==> src/rtl/core/swcs_pkg.sv <==
// ----------------------------------------------------------------------------
// swcs_pkg
// Shared types and constants of the sliding window confidence stop unit.
// ----------------------------------------------------------------------------
`default_nettype none

package swcs_pkg;

	// Field widths of the transfer payloads and registers
	localparam int SAMPLE_BITS = 24;
	localparam int FILL_W      = 12;
	localparam int COUNT_W     = 32;
	localparam int WLEN_W      = 12;
	localparam int THR_W       = 23;
	localparam int CFG_ADDR_W  = 2;
	localparam int CFG_DATA_W  = 23;

	localparam int DEF_MAX_WINDOW = 2048;

	// Register indexes
	localparam logic [CFG_ADDR_W-1:0] REG_ENABLE    = 2'd0;
	localparam logic [CFG_ADDR_W-1:0] REG_WINDOW    = 2'd1;
	localparam logic [CFG_ADDR_W-1:0] REG_THRESHOLD = 2'd2;

	// Register reset values
	localparam logic [WLEN_W-1:0] WLEN_RESET = 12'd8;
	localparam logic [THR_W-1:0]  THR_RESET  = 23'd52429;

	// Threshold limits, Q7.16
	localparam logic [THR_W-1:0] THR_LOW  = 23'd6554;
	localparam logic [THR_W-1:0] THR_HIGH = 23'd6553600;

	// Item kinds
	localparam logic KIND_SAMPLE = 1'b0;
	localparam logic KIND_CLEAR  = 1'b1;

	localparam logic [SAMPLE_BITS-1:0] MEAN_ONES = '1;
	localparam logic [COUNT_W-1:0]     COUNT_MAX = '1;

	typedef struct packed {
		logic                   kind;
		logic [SAMPLE_BITS-1:0] confidence;
	} in_item_t;

	typedef struct packed {
		logic                   continue_flag;
		logic [SAMPLE_BITS-1:0] group_mean;
		logic [SAMPLE_BITS-1:0] least_group_mean;
		logic                   window_full;
		logic [FILL_W-1:0]      fill_count;
		logic [COUNT_W-1:0]     token_count;
		logic                   stop_latched;
	} out_item_t;

	typedef enum logic [2:0] {
		ST_IDLE,
		ST_EVICT,
		ST_WRITE,
		ST_DIV_LOAD,
		ST_DIV,
		ST_UPDATE,
		ST_RESULT
	} state_t;

	// Controller to datapath
	typedef struct packed {
		logic start;
		logic clear;
		logic evict;
		logic write;
		logic div_start;
		logic update;
		logic load_out;
	} cmd_t;

	// Datapath to controller
	typedef struct packed {
		logic full;
		logic div_done;
	} status_t;

endpackage

`default_nettype wire

==> src/rtl/core/swcs_ctrl.sv <==
// ----------------------------------------------------------------------------
// swcs_ctrl
// Sequencer for one item: evict if full, write, divide, update, output result.
// ----------------------------------------------------------------------------
`default_nettype none

module swcs_ctrl (
	input  wire logic              clk,
	input  wire logic              arst_n,
	input  wire logic              enable,
	input  wire logic              in_valid,
	input  wire logic              in_kind,
	output logic                   in_ready,
	output logic                   out_valid,
	input  wire logic              out_ready,
	input  wire swcs_pkg::status_t status,
	output swcs_pkg::cmd_t         cmd
);

	import swcs_pkg::*;

	state_t state_q;
	state_t state_d;
	logic   out_valid_q;

	always_ff @(posedge clk or negedge arst_n) begin
		if (!arst_n) begin
			state_q <= ST_IDLE;
		end else begin
			state_q <= state_d;
		end
	end

	always_comb begin
		state_d  = state_q;
		cmd      = '0;
		in_ready = 1'b0;
		unique case (state_q)
			ST_IDLE: begin
				in_ready = 1'b1;
				if (in_valid) begin
					cmd.start = 1'b1;
					if (!enable) begin
						state_d = ST_RESULT;
					end else if (in_kind == KIND_CLEAR) begin
						cmd.clear = 1'b1;
						state_d   = ST_RESULT;
					end else if (status.full) begin
						state_d = ST_EVICT;
					end else begin
						state_d = ST_WRITE;
					end
				end
			end
			ST_EVICT: begin
				cmd.evict = 1'b1;
				state_d   = ST_WRITE;
			end
			ST_WRITE: begin
				cmd.write = 1'b1;
				state_d   = ST_DIV_LOAD;
			end
			ST_DIV_LOAD: begin
				cmd.div_start = 1'b1;
				state_d       = ST_DIV;
			end
			ST_DIV: begin
				if (status.div_done) begin
					state_d = ST_UPDATE;
				end
			end
			ST_UPDATE: begin
				cmd.update = 1'b1;
				state_d    = ST_RESULT;
			end
			ST_RESULT: begin
				// wait for the output register to drain
				if (!out_valid_q || out_ready) begin
					cmd.load_out = 1'b1;
					state_d      = ST_IDLE;
				end
			end
			default: begin
				state_d = ST_IDLE;
			end
		endcase
	end

	always_ff @(posedge clk or negedge arst_n) begin
		if (!arst_n) begin
			out_valid_q <= 1'b0;
		end else if (cmd.load_out) begin
			out_valid_q <= 1'b1;
		end else if (out_ready) begin
			out_valid_q <= 1'b0;
		end
	end

	assign out_valid = out_valid_q;

endmodule

`default_nettype wire

==> config.mk <==
export PLATFORM = sky130hd
export DESIGN_NAME = swcs_ctrl
export DESIGN_NICKNAME = d
export VERILOG_FILES = /design/src/rtl/core/swcs_pkg.sv /design/src/rtl/core/swcs_ctrl.sv
export SDC_FILE = /design/constraint.sdc
export NUM_CORES = 1
export LEC_CHECK = 0
export ABC_CLOCK_PERIOD_IN_PS = 1790
export BUFFER_PORTS_ARGS = -buffer_cell sky130_fd_sc_hd__buf_2
export CAP_MARGIN = 10
export CORE_AREA = 2 2 39 41
export CTS_CLUSTER_DIAMETER = 60
export CTS_CLUSTER_SIZE = 12
export DETAILED_ROUTE_END_ITERATION = 10
export DIE_AREA = 0 0 41 43
export PLACE_DENSITY = 0.45
export RECOVER_POWER = 25
export SETUP_SLACK_MARGIN = 0.3
export SYNTH_ARGS = -nofsm -noshare
export SYNTH_HDL_FRONTEND = slang
export SYNTH_SLANG_ARGS = --single-unit
export TNS_END_PERCENT = 50
==> constraint.sdc <==
create_clock -name clk -period 1.79 [get_ports clk]
set_input_delay 0.2685 -clock clk [delete_from_list [all_inputs] [get_ports clk]]
set_output_delay 0.2685 -clock clk [all_outputs]
set_load 0.02 [all_outputs]
==> out/summary.txt, run 1 <==
status -> complete, no violations
multi-input logic area -> 169 sq um
Sink Count -> 4
Longest Clk Path Bufs -> 2
PwrDens -> 1700 nW/um^2
final count of hold timing violations -> 0
relative slew slack -> 0.860
post-synthesis sequential area ratio -> 0.335
Rows -> 14
RD Place Congestion -> 0.688
Yosys cell types -> 19
layout cells sized above 1 -> 0.500
Worst Max-Slew Pin Slew -> 0.208 ns
final wirelength -> 680 microns
Layout area overhead -> 46.9%
CTS buffer count -> 3
gr usage total -> 0.0947
DR iter-0 viols -> 7
Die ar. -> 1760 sq um
largest net degree at the start of global routing -> 11
main flop type after synthesis -> dfrtp_1
Final nets -> 64
Achievable Freq -> 660 MHz
Clk pwr share -> 0.152
initial antenna violation count -> 0
Post-route DRC -> 0
setup TNS -> 0 ns
Die Y -> 43 microns
number of flops mapped to enable cells by yosys -> 0
setup ws final -> 0.276 ns
Crit Path Class -> flop to primary output
post-layout util -> 0.317
reg2reg setup slack -> 0.65 ns
first-pass GRT wire length -> 1060 microns
Routed Antenna Nets -> 0
Die W -> 41 microns
switching pwr -> 351 uW
RSZ-0062 raised after global routing -> true
Place WS -> 0.392 ns
crit share post-route -> 0.846
Congestion Overflow GR -> 0
Hold EP -> state_q[0]$_DFFE_PN0P_
post-DR vias/cell -> 4.66
wire length per cell -> 9.71 microns
FILL cells -> 159
Worst setup SP type -> flop
post-synthesis area per instance -> 8.80 sq um
TritonCTS clock tree -> yes
met2 wire len -> 317 microns
Diodes inserted -> 0
count of final setup violators -> 0
Worst EP arrival -> 1.25 ns
total number of vias -> 326
Mapped Cells -> 34
final instance area -> 439 sq um
Highest Signal Layer -> met4
Slew Limit Fails -> 0
crit-path max FO -> 5
ys async rst share -> 1.00
Syn Nets -> 42
Worst R2R Start -> state_q[0]$_DFFE_PN0P_
DP HPWL -> 482 microns
min Tclk post-route -> 1.51 ns
clk_skew -> 0.00381 ns
Reg clk slew, reported paths -> 0.03 ns
WHS -> 0.298 ns
leakage power -> 0.000217 uW
Min-Delay Path Depth -> 3
Worst-Skew Late Latency -> 0.24 ns
Post-Route M1 WL -> 300 microns
H-tree Lvls -> 1
Worst R2R Path Depth -> 3
warnings from Yosys -> 0
internal power -> 397 uW
switching share of power -> 0.469
endpoint type of the worst setup path -> primary output
drt first pass iters -> 4
core area -> 1380 sq um
met3 wire length -> 44 microns
number of global-route vias before repair -> 274
Cell Area, Placed -> 372 sq um
PortBufs -> 16
worst ir drop on vdd -> 561 uV
number of synthesized register bits -> 4
combinational share of power -> 0.589
Hold WC Path Type -> primary input to flop
Critical Path RT -> 1.52 ns
part of the power in registers -> 0.260
Root Buffer -> clkbuf_4
r2r endpoint -> state_q[2]$_DFFE_PN0P_
I/O Pins -> 17
Max Cap Viol -> 0
Cell Area, Synth -> 299 sq um
Initial Utilization -> 0.216
worst hold start -> status[0]
FF/Latch Area -> 104 sq um
[state kept, by name, indices dropped and copies added (netlist names)]
name,flops
state_q,3
out_valid,1
[metal layers]
layer	track usage	up-vias
met1	0.117	143
met3	0.0471	3
li1	-	168
met4	0.0800	0
met5	0	-
met2	0.116	12
[worst max-delay path by stage]
stage / end / start
2_1_floorplan: cmd[5] / state_q[0]$_DFFE_PN0P_
3_3_place_gp: cmd[5] / state_q[1]$_DFFE_PN0P_
3_5_place_dp: cmd[5] / state_q[1]$_DFFE_PN0P_
4_1_cts: cmd[5] / state_q[0]$_DFFE_PN0P_
5_1_grt: cmd[5] / state_q[0]$_DFFE_PN0P_
6_report: cmd[5] / state_q[0]$_DFFE_PN0P_
[worst max-delay path: stages (launching register included)]
cell and delay (ns):
dfrtp_2 0.44, nor4b_4 0.26, and3_1 0.18, buf_4 0.13
[final cells by class]
| cell class | instances | area share |
|---|---|---|
| Timing Repair Buffer | 20 | 0.265 |
| Sequential cell | 4 | 0.236 |
| Multi-Input combinational cell | 25 | 0.385 |
| Inverter | 2 | 0.0171 |
| Tap cell | 16 | 0.0456 |
| Clock buffer | 3 | 0.0513 |
[cell usage after synthesis, drive strengths merged, types with 2 or more instances]
master	number	share of area
nand2	3	0.038
dfrtp	4	0.33
nor2	3	0.038
nand3b	2	0.050
nand2b	2	0.042
a21oi	2	0.033
nor3	3	0.050
inv	2	0.025
o21ai	2	0.033
buf	3	0.092
[power by group through the flow]
stage	Sequential, uW	Clock (uW)	Combinational (uW)
2_1_floorplan	168	0	341
3_3_place_gp	237	0	336
3_5_place_dp	233	0	331
4_1_cts	194	117	431
5_1_grt	201	127	487
6_report	194	113	440
[metrics by stage]
stage | total power (uW) | cells
floorplan | 509 | 34
global placement | 573 | 63
detailed placement | 565 | 63
CTS | 742 | 70
global route | 815 | 70
finish | 748 | 70
[what timing repair did]
action	CTS	global route
endpoints found under the setup margin	6	5
hold endpoints to repair	4	0
gates resized for setup	4	2
pin swaps	1	0
setup buffers	3	0
hold buffers	1	0
[kinds of logic (layout without fill, tap and decap cells)]
kind of cell    after synthesis  count (layout)  synth area share
simple gates                 17              17             0.372
compound gates                8               8             0.176
buf+inv                       5              25             0.117
flops                         4               4             0.335
[cell usage in the layout, fill, tap and decap left out, types with 2 or more instances in the layout]
master | synthesis | routed
a21oi_1 | 2 | 2
buf_2 | 1 | 13
buf_4 | 0 | 5
clkbuf_4 | 0 | 3
dfrtp_2 | 0 | 3
inv_1 | 2 | 2
nand2_1 | 3 | 3
nand2b_1 | 2 | 2
nand3b_1 | 2 | 2
nor2_1 | 3 | 3
nor3_1 | 3 | 2
o21ai_0 | 2 | 2
Note: power is estimated with default switching activity, not from simulation.
==> run 2, diff against run 1 <==
Settings changed: ABC_CLOCK_PERIOD_IN_PS 1790 to 1300, PLACE_DENSITY 0.45 to 0.47.
Clock period 1.79 ns to 1.3 ns, I/O delays scaled along.
==> out/summary.txt, run 2 (synthesis results as in run 1) <==
status -> finished with violations
violated checks -> negative setup slack
Hold WC Path Type -> primary input to flop
Achievable Freq -> 676 MHz
Worst Max-Slew Pin Slew -> 0.251 ns
WHS -> 0.214 ns
max reg flops -> 3
RSZ-0062 raised after global routing -> true
DP HPWL -> 612 microns
RD Place Congestion -> 0.726
clk_skew -> 0.000691 ns
min Tclk post-route -> 1.48 ns
number of global-route vias before repair -> 308
setup ws final -> -0.180 ns
Rows -> 14
PwrDens -> 2430 nW/um^2
largest net degree at the start of global routing -> 11
crit share post-route -> 1.14
worst setup path startpoint -> state_q[1]$_DFFE_PN0P_
Longest Clk Path Bufs -> 2
Initial Utilization -> 0.216
commonest cells after routing, fill and taps aside -> buf_4, buf_2, buf_6
endpoint type of the worst setup path -> primary output
Worst setup SP type -> flop
core area -> 1380 sq um
Sink Count -> 4
Die ar. -> 1760 sq um
I/O Pins -> 17
post-layout util -> 0.399
FF/Latch Area -> 103 sq um
relative slew slack -> 0.833
DR iter-0 viols -> 2
commonest non-fill, non-tap cell in the layout -> buf_4
post-DR vias/cell -> 4.60
CTS buffer count -> 3
count of final setup violators -> 9
multi-input logic area -> 201 sq um
Worst EP arrival -> 1.28 ns
final wirelength -> 832 microns
gr usage total -> 0.114
Die Y -> 43 microns
Crit Path Class -> flop to primary output
initial antenna violation count -> 0
wire length per cell -> 10.8 microns
leakage power -> 0.000267 uW
TritonCTS clock tree -> yes
Congestion Overflow GR -> 0
register name with the most flops -> state_q
worst hold start -> status[0]
Root Buffer -> clkbuf_4
final count of hold timing violations -> 0
total number of vias -> 354
layout cells sized above 1 -> 0.639
PortBufs -> 16
Worst-Skew Late Latency -> 0.23 ns
Die W -> 41 microns
Post-route DRC -> 0
Slew Limit Fails -> 0
Layout area overhead -> 84.5%
crit-path max FO -> 2
Max Cap Viol -> 0
Diodes inserted -> 0
H-tree Lvls -> 1
Reg clk slew, reported paths -> 0.04 ns
drt first pass iters -> 2
Worst R2R Start -> state_q[1]$_DFFE_PN0P_
worst ir drop on vdd -> 856 uV
first-pass GRT wire length -> 1300 microns
Critical Path RT -> 1.11 ns
FILL cells -> 147
Routed Antenna Nets -> 0
Final nets -> 71
[run 2: cell types whose count changed in the layout (fill, tap and decap cells not counted), moves of 2 or more]
cell | before | now
buf_2 | 13 | 8
buf_4 | 5 | 11
buf_6 | 0 | 5
nor3_1 | 2 | 0
nor3_4 | 0 | 2
[run 2: final timing paths]
kind                                     endpoint  cells past startpoint  slack (ns)
max reg2reg                state_q[0]$_DFFE_PN0P_                      6       -0.01
min                        state_q[0]$_DFFE_PN0P_                      3        0.21
max in group asynchronous  state_q[0]$_DFFE_PN0P_                      2        0.74
min in group asynchronous   out_valid$_DFFE_PN0P_                      2        0.34
min reg2reg                 out_valid$_DFFE_PN0P_                      2        0.58
max                                        cmd[5]                      3       -0.18
[run 2: critical path, stage by stage, from the launching register on]
cell and delay [ns]:
dfrtp_1 0.41, nor4b_4 0.31, and3_2 0.21, buf_4 0.13
[run 2: final cells by class]
| type | count | share of cell area |
|---|---|---|
| clock buffer | 3 | 0.0408 |
| timing repair buffer | 27 | 0.358 |
| inverter | 2 | 0.0136 |
| sequential | 4 | 0.186 |
| tap | 16 | 0.0363 |
| multi-input combinational | 25 | 0.365 |
[run 2: power by group]
part	internal [uW]	switching, uW	leakage, uW
Sequential	189	73.1	0.0000470
Clock	103	49.0	0.0000138
Combinational	457	471	0.000206
[run 2: what timing repair did]
item,in CTS,in global routing
gates resized for setup,10,9
pin swaps,2,1
hold buffers,1,0
buffers inserted,4,3
endpoints found under the setup margin,12,12
endpoints found under the hold margin,4,0
gates cloned,0,0
[run 2: layer usage]
| layer | routed length, microns | track usage |
|---|---|---|
| met3 | 52 | 0.0628 |
| met4 | 0 | 0.0600 |
| met5 | 0 | 0 |
| met2 | 420 | 0.144 |
| met1 | 359 | 0.150 |
[run 2: per-stage QoR]
| stage | area (sq um) | setup TNS [ns] | setup slack, ns | instances | total power (uW) |
|---|---|---|---|---|---|
| global placement | 418 | 0 | 0.0545 | 66 | 920 |
| detailed placement | 418 | 0 | 0.0373 | 66 | 918 |
| CTS | 505 | -0.692 | -0.185 | 74 | 1220 |
| floorplan | 323 | -0.0797 | -0.0797 | 34 | 758 |
| finish | 552 | -0.801 | -0.180 | 77 | 1340 |
| global route | 552 | -1.31 | -0.226 | 77 | 1450 |
